File: src/rtl/xef_pkg.sv
`timescale 1ns / 1ps
// xef_pkg: shared types, codes and lookup functions for the xml escape filter
// no dependencies; imported by every module of the block

package xef_pkg;

    localparam int MaxPendingDef = 19;
    localparam int LenW          = 6;
    localparam int QDepth        = 4;

    localparam logic [7:0] ChAmp   = 8'h26;
    localparam logic [7:0] ChLt    = 8'h3C;
    localparam logic [7:0] ChGt    = 8'h3E;
    localparam logic [7:0] ChQuot  = 8'h22;
    localparam logic [7:0] ChApos  = 8'h27;
    localparam logic [7:0] ChTab   = 8'h09;
    localparam logic [7:0] ChLf    = 8'h0A;
    localparam logic [7:0] ChCr    = 8'h0D;
    localparam logic [7:0] ChSpace = 8'h20;

    typedef enum logic [1:0] {
        ASC_NONE,
        ASC_PLAIN,
        ASC_ENT
    } t_asc;

    typedef enum logic [2:0] {
        ENT_AMP,
        ENT_LT,
        ENT_GT,
        ENT_QUOT,
        ENT_APOS
    } t_ent;

    typedef struct packed {
        logic            run_emit;
        logic            run_bank;
        logic [LenW-1:0] run_len;
        t_asc            asc_kind;
        t_ent            ent_id;
        logic [7:0]      asc_byte;
    } t_op;

    typedef struct packed {
        logic            en;
        logic            bank;
        logic [LenW-1:0] idx;
        logic [7:0]      data;
    } t_wr;

    typedef struct packed {
        logic valid;
        logic bank;
    } t_rel;

    function automatic logic [2:0] implied_len(input logic [7:0] lead);
        logic [2:0] len;
        if (!lead[5]) begin
            len = 3'd2;
        end else if (!lead[4]) begin
            len = 3'd3;
        end else if (!lead[3]) begin
            len = 3'd4;
        end else if (!lead[2]) begin
            len = 3'd5;
        end else begin
            len = 3'd0;
        end
        return len;
    endfunction

    function automatic logic [2:0] ent_len(input t_ent id);
        logic [2:0] len;
        unique case (id)
            ENT_AMP:  len = 3'd5;
            ENT_LT:   len = 3'd4;
            ENT_GT:   len = 3'd4;
            ENT_QUOT: len = 3'd6;
            ENT_APOS: len = 3'd6;
            default:  len = 3'd1;
        endcase
        return len;
    endfunction

    function automatic logic [7:0] ent_char(input t_ent id, input logic [2:0] pos);
        logic [47:0] s;
        unique case (id)
            ENT_AMP:  s = {"&amp;", 8'h00};
            ENT_LT:   s = {"&lt;", 16'h0000};
            ENT_GT:   s = {"&gt;", 16'h0000};
            ENT_QUOT: s = "&quot;";
            ENT_APOS: s = "&apos;";
            default:  s = '0;
        endcase
        return s[(5 - int'(pos)) * 8 +: 8];
    endfunction

endpackage

File: src/rtl/xef_front.sv
`timescale 1ns / 1ps
// xef_front: accepts input transactions, classifies bytes and tracks the pending run
// depends on xef_pkg; writes the run store in xef_back and pushes ops into xef_queue

module xef_front #(
    parameter int MAX_PENDING = xef_pkg::MaxPendingDef
) (
    input  logic           i_clk,
    input  logic           i_rst_n,
    input  logic           i_valid,
    input  logic           i_cmd,
    input  logic [7:0]     i_byte,
    output logic           o_ready,
    input  logic           i_q_full,
    output logic           o_push,
    output xef_pkg::t_op   o_op,
    output xef_pkg::t_wr   o_wr,
    input  xef_pkg::t_rel  i_rel
);
    import xef_pkg::*;

    localparam int CW = $clog2(MAX_PENDING + 1);

    logic [CW-1:0] r_count, n_count;
    logic          r_bank, n_bank;
    logic [1:0]    r_busy, n_busy;
    logic [7:0]    r_lead, n_lead;

    logic       accept, is_ascii, is_lead, is_cont, flush, run_ok;
    logic [2:0] want;
    t_op        op;
    t_wr        wr;

    assign o_ready  = !i_q_full && !r_busy[!r_bank];
    assign accept   = i_valid && o_ready;
    assign is_ascii = !i_cmd && !i_byte[7];
    assign is_lead  = !i_cmd && (i_byte[7:6] == 2'b11);
    assign is_cont  = !i_cmd && (i_byte[7:6] == 2'b10);
    assign flush    = !is_cont;
    assign want     = implied_len(r_lead);
    assign run_ok   = (r_count != '0) && ((want == 3'd0) || (CW'(want) == r_count));

    always_comb begin
        op          = '0;
        op.run_emit = run_ok && flush;
        op.run_bank = r_bank;
        op.run_len  = LenW'(r_count);
        op.asc_kind = ASC_NONE;
        op.ent_id   = ENT_AMP;
        op.asc_byte = i_byte;
        if (is_ascii) begin
            case (i_byte)
                ChAmp: begin
                    op.asc_kind = ASC_ENT;
                    op.ent_id   = ENT_AMP;
                end
                ChLt: begin
                    op.asc_kind = ASC_ENT;
                    op.ent_id   = ENT_LT;
                end
                ChGt: begin
                    op.asc_kind = ASC_ENT;
                    op.ent_id   = ENT_GT;
                end
                ChQuot: begin
                    op.asc_kind = ASC_ENT;
                    op.ent_id   = ENT_QUOT;
                end
                ChApos: begin
                    op.asc_kind = ASC_ENT;
                    op.ent_id   = ENT_APOS;
                end
                ChTab, ChLf, ChCr: begin
                    op.asc_kind = ASC_PLAIN;
                    op.asc_byte = ChSpace;
                end
                default: begin
                    if (i_byte >= ChSpace) begin
                        op.asc_kind = ASC_PLAIN;
                    end
                end
            endcase
        end
    end

    always_comb begin
        n_count = r_count;
        n_bank  = r_bank;
        n_busy  = r_busy;
        n_lead  = r_lead;
        wr      = '0;
        wr.data = i_byte;
        if (i_rel.valid) begin
            n_busy[i_rel.bank] = 1'b0;
        end
        if (accept) begin
            if (flush) begin
                n_count = '0;
                if (op.run_emit) begin
                    n_busy[r_bank] = 1'b1;
                    n_bank         = !r_bank;
                end
                if (is_lead) begin
                    n_count = CW'(1);
                    n_lead  = i_byte;
                    wr.en   = 1'b1;
                    wr.bank = n_bank;
                    wr.idx  = '0;
                end
            end else if (r_count != '0) begin
                if (r_count >= CW'(MAX_PENDING)) begin
                    n_count = '0;
                end else begin
                    wr.en   = 1'b1;
                    wr.bank = r_bank;
                    wr.idx  = LenW'(r_count);
                    n_count = r_count + CW'(1);
                end
            end
        end
    end

    assign o_push = accept && flush && (op.run_emit || (op.asc_kind != ASC_NONE));
    assign o_op   = op;
    assign o_wr   = wr;

    always_ff @(posedge i_clk) begin
        if (!i_rst_n) begin
            r_count <= '0;
            r_bank  <= 1'b0;
            r_busy  <= '0;
        end else begin
            r_count <= n_count;
            r_bank  <= n_bank;
            r_busy  <= n_busy;
        end
    end

    always_ff @(posedge i_clk) begin
        r_lead <= n_lead;
    end

    // the bank being filled is never one still owed to the back end
    a_fill_bank_free: assert property (@(posedge i_clk) disable iff (!i_rst_n)
        !r_busy[r_bank])
        else $error("front is filling a bank the back end still reads");

    a_count_range: assert property (@(posedge i_clk) disable iff (!i_rst_n)
        r_count <= CW'(MAX_PENDING))
        else $error("pending count beyond store depth");

endmodule

File: src/rtl/xef_queue.sv
`timescale 1ns / 1ps
// xef_queue: short fifo of classified ops between the front and back ends
// depends on xef_pkg for the op type and depth

module xef_queue (
    input  logic          i_clk,
    input  logic          i_rst_n,
    input  logic          i_push,
    input  xef_pkg::t_op  i_op,
    output logic          o_full,
    input  logic          i_pop,
    output logic          o_valid,
    output xef_pkg::t_op  o_op
);
    import xef_pkg::*;

    localparam int PW = $clog2(QDepth);

    t_op         r_q [QDepth];
    logic [PW-1:0] r_wp, r_rp;
    logic [PW:0]   r_cnt;

    assign o_full  = (r_cnt == (PW + 1)'(QDepth));
    assign o_valid = (r_cnt != '0);
    assign o_op    = r_q[r_rp];

    always_ff @(posedge i_clk) begin
        if (!i_rst_n) begin
            r_wp  <= '0;
            r_rp  <= '0;
            r_cnt <= '0;
        end else begin
            if (i_push) begin
                r_wp <= r_wp + PW'(1);
            end
            if (i_pop) begin
                r_rp <= r_rp + PW'(1);
            end
            case ({i_push, i_pop})
                2'b10:   r_cnt <= r_cnt + (PW + 1)'(1);
                2'b01:   r_cnt <= r_cnt - (PW + 1)'(1);
                default: r_cnt <= r_cnt;
            endcase
        end
    end

    always_ff @(posedge i_clk) begin
        if (i_push) begin
            r_q[r_wp] <= i_op;
        end
    end

    a_no_pop_empty: assert property (@(posedge i_clk) disable iff (!i_rst_n)
        i_pop |-> o_valid)
        else $error("pop from empty op queue");

endmodule

File: src/rtl/xef_back.sv
`timescale 1ns / 1ps
// xef_back: holds the two-bank run store and emits run bytes and escaped text
// depends on xef_pkg; fed by xef_queue and written by xef_front

module xef_back #(
    parameter int MAX_PENDING = xef_pkg::MaxPendingDef
) (
    input  logic           i_clk,
    input  logic           i_rst_n,
    input  logic           i_q_valid,
    input  xef_pkg::t_op   i_op,
    output logic           o_pop,
    input  xef_pkg::t_wr   i_wr,
    output xef_pkg::t_rel  o_rel,
    output logic           o_valid,
    input  logic           i_ready,
    output logic [7:0]     o_byte,
    output logic           o_last
);
    import xef_pkg::*;

    localparam int IW = $clog2(MAX_PENDING);
    localparam int AW = IW + 1;

    typedef enum logic [1:0] {
        S_IDLE,
        S_RD,
        S_RUNO,
        S_ASC
    } t_state;

    logic [7:0]      r_mem [2**AW];
    logic [7:0]      r_rdata;
    logic [AW-1:0]   rd_addr;

    t_state          r_state, n_state;
    logic [LenW-1:0] r_idx, n_idx;
    logic [2:0]      r_pos, n_pos;
    logic            r_ovalid, n_ovalid;
    logic [7:0]      r_obyte, n_obyte;
    logic            r_olast, n_olast;

    logic can_load, run_end, ent_end;
    t_rel rel;

    assign rd_addr  = {i_op.run_bank, r_idx[IW-1:0]};
    assign can_load = !r_ovalid || i_ready;
    assign run_end  = (r_idx == (i_op.run_len - LenW'(1)));
    assign ent_end  = (r_pos == (ent_len(i_op.ent_id) - 3'd1));

    always_ff @(posedge i_clk) begin
        if (i_wr.en) begin
            r_mem[{i_wr.bank, i_wr.idx[IW-1:0]}] <= i_wr.data;
        end
        r_rdata <= r_mem[rd_addr];
    end

    always_comb begin
        n_state  = r_state;
        n_idx    = r_idx;
        n_pos    = r_pos;
        n_ovalid = r_ovalid;
        n_obyte  = r_obyte;
        n_olast  = r_olast;
        o_pop    = 1'b0;
        rel      = '0;
        if (r_ovalid && i_ready) begin
            n_ovalid = 1'b0;
        end
        unique case (r_state)
            S_IDLE: begin
                if (i_q_valid) begin
                    n_idx   = '0;
                    n_pos   = '0;
                    n_state = i_op.run_emit ? S_RD : S_ASC;
                end
            end
            S_RD: begin
                n_state = S_RUNO;
            end
            S_RUNO: begin
                if (can_load) begin
                    n_ovalid = 1'b1;
                    n_obyte  = r_rdata;
                    n_olast  = run_end && (i_op.asc_kind == ASC_NONE);
                    if (run_end) begin
                        rel.valid = 1'b1;
                        rel.bank  = i_op.run_bank;
                        n_pos     = '0;
                        if (i_op.asc_kind == ASC_NONE) begin
                            o_pop   = 1'b1;
                            n_state = S_IDLE;
                        end else begin
                            n_state = S_ASC;
                        end
                    end else begin
                        n_idx   = r_idx + LenW'(1);
                        n_state = S_RD;
                    end
                end
            end
            S_ASC: begin
                if (can_load) begin
                    n_ovalid = 1'b1;
                    if (i_op.asc_kind == ASC_ENT) begin
                        n_obyte = ent_char(i_op.ent_id, r_pos);
                        n_olast = ent_end;
                    end else begin
                        n_obyte = i_op.asc_byte;
                        n_olast = 1'b1;
                    end
                    if (n_olast) begin
                        o_pop   = 1'b1;
                        n_state = S_IDLE;
                    end else begin
                        n_pos = r_pos + 3'd1;
                    end
                end
            end
            default: begin
                n_state = S_IDLE;
            end
        endcase
    end

    always_ff @(posedge i_clk) begin
        if (!i_rst_n) begin
            r_state  <= S_IDLE;
            r_ovalid <= 1'b0;
        end else begin
            r_state  <= n_state;
            r_ovalid <= n_ovalid;
        end
        r_idx   <= n_idx;
        r_pos   <= n_pos;
        r_obyte <= n_obyte;
        r_olast <= n_olast;
    end

    assign o_rel   = rel;
    assign o_valid = r_ovalid;
    assign o_byte  = r_obyte;
    assign o_last  = r_olast;

    // the op at the queue head stays put while it is being worked on
    a_head_held: assert property (@(posedge i_clk) disable iff (!i_rst_n)
        (r_state != S_IDLE) |-> i_q_valid)
        else $error("op left the queue while in progress");

    // retiring an op always goes with loading its final byte
    a_pop_last: assert property (@(posedge i_clk) disable iff (!i_rst_n)
        o_pop |=> (r_ovalid && r_olast))
        else $error("op retired without a final byte");

endmodule

File: src/rtl/xml_escape_utf8_filter.sv
`timescale 1ns / 1ps
// xml_escape_utf8_filter: top level of the xml escape and utf-8 run filter
// depends on xef_pkg, xef_front, xef_queue and xef_back
//
// Usage
//   Input channel i_in_valid / o_in_ready carries i_cmd and i_in_byte. With
//   i_cmd low a text byte is taken; with i_cmd high the pending multibyte run
//   is flushed and i_in_byte is ignored.
//   Output channel o_out_valid / i_out_ready carries o_out_byte, with
//   o_last_of_run high on the final output byte caused by one input.
//   An input that causes no output produces no output transaction.
//   The first output byte passes through the op queue and the output register,
//   a flushed run also through the registered read of the two-bank run store.
//   Further bytes of an entity follow at one byte per cycle while the receiver
//   accepts them; each byte of a flushed utf-8 run waits for its own read of
//   the run store, and the output sequencer passes through idle between ops.
//   A four-entry op queue lets input continue while output is stalled; input
//   also waits while a previously flushed run is still being read out of the
//   other store bank.
//   Reset (i_rst_n low, synchronous) empties the queue, drops any pending run
//   and clears the output valid flag. When the receiver stalls, the output byte
//   holds and the queue absorbs up to four further producing inputs.

module xml_escape_utf8_filter #(
    parameter int MAX_PENDING = xef_pkg::MaxPendingDef
) (
    input  logic       i_clk,
    input  logic       i_rst_n,
    input  logic       i_in_valid,
    output logic       o_in_ready,
    input  logic       i_cmd,
    input  logic [7:0] i_in_byte,
    output logic       o_out_valid,
    input  logic       i_out_ready,
    output logic [7:0] o_out_byte,
    output logic       o_last_of_run
);
    import xef_pkg::*;

    logic q_full, q_push, q_pop, q_valid;
    t_op  op_in, op_head;
    t_wr  wr;
    t_rel rel;

    xef_front #(
        .MAX_PENDING(MAX_PENDING)
    ) u_front (
        .i_clk    (i_clk),
        .i_rst_n  (i_rst_n),
        .i_valid  (i_in_valid),
        .i_cmd    (i_cmd),
        .i_byte   (i_in_byte),
        .o_ready  (o_in_ready),
        .i_q_full (q_full),
        .o_push   (q_push),
        .o_op     (op_in),
        .o_wr     (wr),
        .i_rel    (rel)
    );

    xef_queue u_queue (
        .i_clk   (i_clk),
        .i_rst_n (i_rst_n),
        .i_push  (q_push),
        .i_op    (op_in),
        .o_full  (q_full),
        .i_pop   (q_pop),
        .o_valid (q_valid),
        .o_op    (op_head)
    );

    xef_back #(
        .MAX_PENDING(MAX_PENDING)
    ) u_back (
        .i_clk     (i_clk),
        .i_rst_n   (i_rst_n),
        .i_q_valid (q_valid),
        .i_op      (op_head),
        .o_pop     (q_pop),
        .i_wr      (wr),
        .o_rel     (rel),
        .o_valid   (o_out_valid),
        .i_ready   (i_out_ready),
        .o_byte    (o_out_byte),
        .o_last    (o_last_of_run)
    );

endmodule
File: config.mk
export PLATFORM = sky130hd
export DESIGN_NAME = xml_escape_utf8_filter
export DESIGN_NICKNAME = d
export VERILOG_FILES = /design/src/rtl/xef_pkg.sv /design/src/rtl/xef_front.sv /design/src/rtl/xef_queue.sv /design/src/rtl/xef_back.sv /design/src/rtl/xml_escape_utf8_filter.sv
export SDC_FILE = /design/constraint.sdc
export NUM_CORES = 1
export LEC_CHECK = 0
export ABC_AREA = 1
export BUFFER_PORTS_ARGS = -buffer_cell sky130_fd_sc_hd__clkbuf_2
export CORE_MARGIN = 2
export CORE_UTILIZATION = 56
export CTS_BUF_LIST = sky130_fd_sc_hd__clkbuf_16
export CTS_CLUSTER_SIZE = 8
export DETAILED_ROUTE_END_ITERATION = 10
export PLACE_DENSITY = 0.72
export SLEW_MARGIN = 10
export SYNTH_ARGS = -nofsm -noshare
export SYNTH_HDL_FRONTEND = slang
export SYNTH_SLANG_ARGS = --single-unit
export TNS_END_PERCENT = 20
File: constraint.sdc
create_clock -name i_clk -period 7.35 [get_ports i_clk]
set_clock_uncertainty 0.1 [all_clocks]
set_input_delay 0.3675 -clock i_clk [delete_from_list [all_inputs] [get_ports i_clk]]
set_output_delay 0.3675 -clock i_clk [all_outputs]
set_load 0.02 [all_outputs]
### Yosys cells after proc, flatten, opt, wreduce, memory -nomap -nowiden

Memories as Yosys holds them, arrays and structs flattened. A register that Yosys moved wholly into a read port is not among the register bits.
Cells that the tools add are included.
Widths: inputs -> output; s select.

| cells by class | value |
|---|---|
| add/subtract/negate cells | 10 |
| magnitude comparators | 7 |
| equal/unequal tests | 32 |
| shift-type cells | 1 |
| mux-type cells | 81 |
| bitwise logic cells | 4 |
| reduce and logical (&&, ||, !) cells | 46 |

Operator list:

| operator | count |
|---|---|
| $pmux 46 s5 | 1 |
| $mux 48 | 3 |
| $mux 8 | 9 |
| $shiftx 48x32->8 | 1 |
| $eq 8x6->1 const B | 5 |
| $mux 2 | 16 |
| $mux 3 | 9 |
| $eq 8x4->1 const B | 3 |
| $mux 1 | 24 |
| $mux 6 | 3 |
| $pmux 3 s3 | 2 |
| $pmux 8 s2 | 1 |
| $mux 5 | 3 |
| $logic_and 1x1->1 | 13 |
| $mux 13 | 1 |
| $eq 2x2->1 const B | 6 |
| $pmux 3 s4 | 1 |
| $pmux 6 s2 | 1 |
| $ge 8x6->1 const B | 1 |
| $ne 2x1->1 const B | 4 |
| $ne 2x2->1 const B | 4 |
| $pmux 2 s4 | 1 |
| $reduce_and 4->1 | 2 |
| $reduce_bool 2->1 | 4 |
| 37 further kinds | 63 |

| storage, ports and cells | value |
|---|---|
| bits in registers | 42 |
| bits in writable memories | 592 |
| input port bits | 13 |
| output and inout bits | 11 |
| memories | 2 |

Memory list:

| memory | depth | width | rd ports | clocked after Yosys merged registers in | wr ports | RTL line | RTL |
|---|---|---|---|---|---|---|---|
| u_back.r_mem | 64 | 8 | 1 | 1 | 1 | xef_back.sv:32 | `logic [7:0] r_mem [2**AW];` |
| u_queue.r_q | 4 | 20 | 1 | 1 | 1 | xef_queue.sv:19 | `t_op r_q [QDepth];` |

### Longest topological paths before layout

| depth | value |
|---|---|
| depth after elaboration | 16 |
| gate-level depth with buffers | 25 |
| depth with buffers taken out | 24 |

### Modules after synthesis

From an unflattened synthesis, not the netlist that was laid out.

| unflattened totals | value |
|---|---|
| cells, all modules | 2501 |
| area, all modules | 27776.6 sq um |

By module, submodules not included:

| module | times used | cells each | area an instance (sq um) | seq. area each (sq um) |
|---|---|---|---|---|
| xef_back | 1 | 2038 | 22935.7 | 16135.5 |
| xef_queue | 1 | 263 | 3612.2 | 2702.6 |
| xef_front | 1 | 200 | 1228.7 | 280.3 |

### Least setup slack after synthesis

OpenSTA, ideal clock, no wires.

| path | value |
|---|---|
| path type | register to register |
| start point | register (tool-made name) |
| end point | register u_queue.r_cnt[2] |
| library setup time | 0.122 ns |
| arrival | 3.036 ns |
| required time | 7.128 ns |
| path slack | 4.092 ns |
| stages on the path, launching flop included | 25 |
| path buffers | 2 |
| cell sequence | dfxtp_1 -> buf_4 -> inv_2 -> buf_4 -> nand3_1 -> nand2_1 -> nand2_2 -> nand3_2 -> nand2_2 -> ha_1 -> xor2_1 -> nand3_1 -> nand2_1 -> nor2_1 -> nand3_2 -> nand3_1 -> nand3_2 -> inv_2 -> ha_1 -> inv_1 -> fa_1 -> a21oi_1 -> o21ai_0 -> o21ai_0 -> a21oi_1 |

RTL lines:

| what | RTL line | RTL |
|---|---|---|
| end signal: assignment | xef_queue.sv:40 | `2'b10: r_cnt <= r_cnt + (PW + 1)'(1);` |
| end signal: assignment | xef_queue.sv:41 | `2'b01: r_cnt <= r_cnt - (PW + 1)'(1);` |
| end signal: assignment | xef_queue.sv:42 | `default: r_cnt <= r_cnt;` |
| end: declaration | xef_queue.sv:21 | `logic [PW:0] r_cnt;` |

==> impl_metrics.csv <==
group,metric,value,unit
route,number_of_vias_per_cell_after_detailed_routing,5.88,
die,floorplan.initialDensity,56.5,%
min_path,holdPathStages,3,
global_route,gr-total-overflow,0,
logic_synthesis,count_of_warnings_emitted_by_yosys,0,
route,met3WireLength,5.40,mm
finish,finish.cell_count_without_fillers,3031,
route,detail_route.wirelength,64.7,mm
route,met2RoutedLength,32.0,mm
setup_path,critical_path_required,7.75,ns
setup_path,timing.rr.end,"u_queue.r_cnt[2]$_SDFFE_PN0P_",
setup_path,cp_endpoint_kind,"register",
setup_path,crit_fanout,22,
route,m1WireLength,24.9,mm
power,switching_fraction_of_total_power,33.4,%
clocking,clock_sinks,642,
timing,grt_setup_unrepaired,"false",
run_status,status,"complete, no violations",
finish,final_core_util,65.1,%
route,drt_first_pass_iters,6,
timing,timing_hold_violations_final,0,
timing,setup-tns-final,0,ns
clocking,clkTransAtPathRegs,0.05,ns
min_path,worst_hold_path.endpoint,"u_front.r_bank$_SDFFE_PN0P_",
power,irDropWorstVdd,0.000457,V
finish,mostFrequentLayoutCell,"sky130_fd_sc_hd__edfxtp_1",
timing,transition_time_at_the_pin_with_the_least_slew_margin,1.10,ns
route,routed-via-count,17800,
die,core-area,0.0464,mm2
setup_path,reg2regPathDepth,23,
power,share_seq_of_total_power,39.9,%
logic_synthesis,synthesis.instances,2145,
clocking,numCtsBuffers,90,
min_path,worstHoldStart,"i_rst_n",
route,top_signal_layer_used,"met5",
global_route,antenna_found_initial,1,
clocking,number_of_gates_resized_after_cts,0,
die,placementRows,79,
timing,final-setup-viol-count,0,
power,p_comb_share,26.1,%
die,die_width,220,um
clocking,cts_max_path_buffers,3,
finish,insertedDiodeCount,0,
timing,finalCriticalPeriod,4.34,ns
finish,nets,2403,
logic_synthesis,synth_seq_cells,642,
die,floorplan.die_area,0.0485,mm2
logic_synthesis,synth_area_per_cell,12.2,um2
power,total_leakage_power,10.7,nW
power,clock_power_share,34.0,%
route,route.antenna.remaining_nets,0,
power,power_report.internal_total,7.22,mW
setup_path,rrSetupSlack,3.01,ns
route,remaining_drc_errors,0,
power,p_switching,3.63,mW
global_route,grt_start_max_net_pins,230,
setup_path,startpoint_type,"register",
power,power_per_cell_area,360,mW/mm2
die,chipHeight,220,um
timing,max_clock_freq,230,MHz
timing,drv_slew,0,
finish,areaGrowthSynthToFinish,15.2,%
clocking,tritoncts,"yes",
global_route,global_route.usage.total,27.2,%
setup_path,critPathKind,"register to register",
global_route,first_global_vias,17500,
global_route,grt_first_pass_wirelength,98.2,mm
placed_design,numPortBuffers,23,
placed_design,cells_after_dpl,2891,
power,total_power,10.9,mW
logic_synthesis,share_of_synthesized_area_occupied_by_flip_flops_and_latches,72.5,%
clocking,clock_tree.root_cell,"sky130_fd_sc_hd__clkbuf_16",
route,post_drt_wl_per_cell,21.3,um
min_path,hold_path.class,"input pin to register",
clocking,clk_latency,0.63,ns
timing,maxSlewHeadroom,26.3,%
finish,layout-drive-gt1-share,7.80,%
clocking,cts.htree.levels,3,
placed_design,place_congestion,0.884,
logic_synthesis,netlist-cell-type-count,45,
die,num_io_pins,24,
setup_path,cp_data_arrival_time,4.75,ns
logic_synthesis,syn-cell-area,0.0262,mm2
placed_design,dp_hpwl,37.1,mm
route,drt-initial-drc-count,1918,
run,drv.max_cap_violation_count,0,
finish,layout.cells.most_common_list,"sky130_fd_sc_hd__edfxtp_1 (614), sky130_fd_sc_hd__nor2_1 (372), sky130_fd_sc_hd__o21ai_0 (297), sky130_fd_sc_hd__conb_1 (208), sky130_fd_sc_hd__nand2_1 (206)",
timing,post-route-period-util,59.1,%
## worst max path at each step
stage	from	end	slack (ns)
after floorplan	register	u_queue.r_cnt[2]$_SDFFE_PN0P_	4.09
after global placement	register	u_queue.r_cnt[2]$_SDFFE_PN0P_	3.13
after detailed placement	register	u_queue.r_cnt[2]$_SDFFE_PN0P_	3.11
after CTS	register	u_queue.r_cnt[2]$_SDFFE_PN0P_	3.10
after global routing	register	u_queue.r_cnt[2]$_SDFFE_PN0P_	2.68
final	register	u_queue.r_cnt[2]$_SDFFE_PN0P_	3.01
## through the flow
stage | area (um2) | hold WS [ns] | worst slack, ns
final | 30200 | 0.0655 | 3.01
after global routing | 30200 | 0.0393 | 2.68
after CTS | 30200 | 0.0216 | 3.10
after detailed placement | 27600 | 0.376 | 3.11
after global placement | 27600 | 0.362 | 3.13
after floorplan | 27000 | 0.350 | 4.09
## flip-flops by register name, indices dropped and copies added, names as in the netlist, named ones only
name	count
u_queue.r_rp	2
u_front.r_count	5
u_queue.r_cnt	3
u_back.o_byte	8
u_front.r_bank	1
u_queue.r_q	80
u_back.r_rdata	8
u_back.o_valid	1
u_back.r_state	2
u_front.r_busy	2
u_back.r_pos	3
u_queue.r_wp	2
u_back.o_last	1
u_back.r_mem	512
u_back.r_idx	6
u_front.r_lead	4
## power by group through the flow
stage                     clock (mW)  sequential, mW  combinational, mW
final                           3.69            4.33               2.83
after global routing            3.88            4.34               3.09
after CTS                       3.73            4.33               2.80
after detailed placement           0            4.40               2.77
after global placement             0            4.39               2.72
after floorplan                    0            4.37               1.87
## layer usage
metal,vias up,global-route usage [%]
met3,171,4.82
met2,819,45.4
met1,8699,35.1
met4,2,12.1
met5,-,0
li1,8136,-
## area by class of cell
cell class | instances | area (um2)
clock buffers | 92 | 2300
clock inverters | 47 | 225
fillers | 3444 | 16200
inverters | 85 | 325
multi-input cells | 1499 | 7150
flip-flops and latches | 642 | 19000
well taps | 607 | 759
repair buffers | 59 | 413
## kinds of logic after synthesis
kind of cell | after synthesis | share of synthesized area (%)
and+or+nand+nor | 744 | 11.9
adders and majority gates | 13 | 0.650
AOI/OAI and AO/OA | 527 | 11.6
xor gates and xnor gates | 7 | 0.234
buffers and inverters | 211 | 3.12
DFF | 642 | 72.5
other | 1 | 0.0143
## cells in the mapped netlist, drive strengths merged
master | instances | area share (%)
conb | 1 | 0.014
edfxtp | 614 | 70
o22a | 1 | 0.033
o21ai | 301 | 5.8
a2bb2oi | 1 | 0.033
o21bai | 1 | 0.029
dfxtp | 28 | 2.1
o221ai | 44 | 1.5
nand3b | 1 | 0.029
nor3b | 1 | 0.029
nor4 | 2 | 0.048
a31oi | 3 | 0.072
a32oi | 2 | 0.096
a21oi | 54 | 1.0
clkbuf | 108 | 1.6
nand3 | 102 | 2.1
a211oi | 2 | 0.057
fa | 1 | 0.076
clkinv | 2 | 0.029
or2 | 3 | 0.072
inv | 83 | 1.2
nand4 | 38 | 0.91
nand2 | 212 | 3.1
o31ai | 2 | 0.057
nor2 | 376 | 5.4
xor2 | 4 | 0.13
ha | 12 | 0.57
buf | 18 | 0.35
a32o | 2 | 0.076
o211ai | 22 | 0.63
xnor2 | 3 | 0.10
nor3 | 9 | 0.17
o22ai | 92 | 2.2
## what timing repair did
item	4_1_cts	5_1_grt
setup buffers	0	0
hold endpoints to repair	1	0
hold buffers	1	0
## critical path, stage by stage (launching register included)
cell and delay [ns]:
sky130_fd_sc_hd__dfxtp_1 0.82, sky130_fd_sc_hd__inv_2 0.36, sky130_fd_sc_hd__nand3_1 0.18, sky130_fd_sc_hd__nand2_1 0.16, sky130_fd_sc_hd__inv_2 0.11, sky130_fd_sc_hd__nand2_1 0.10, sky130_fd_sc_hd__nand3_2 0.11, sky130_fd_sc_hd__nand2_2 0.08
sky130_fd_sc_hd__ha_1 0.21, sky130_fd_sc_hd__xor2_1 0.17, sky130_fd_sc_hd__nand3_1 0.09, sky130_fd_sc_hd__nand2_1 0.05, sky130_fd_sc_hd__nor2_1 0.13, sky130_fd_sc_hd__nand3_2 0.12, sky130_fd_sc_hd__nand3_1 0.12, sky130_fd_sc_hd__nand3_2 0.11
sky130_fd_sc_hd__inv_2 0.11, sky130_fd_sc_hd__ha_1 0.14, sky130_fd_sc_hd__inv_1 0.07, sky130_fd_sc_hd__fa_1 0.39, sky130_fd_sc_hd__a21oi_1 0.15, sky130_fd_sc_hd__o21ai_0 0.11, sky130_fd_sc_hd__o21ai_0 0.16, sky130_fd_sc_hd__a21oi_1 0.05
No activity file was read; power rests on OpenSTA's default activity.
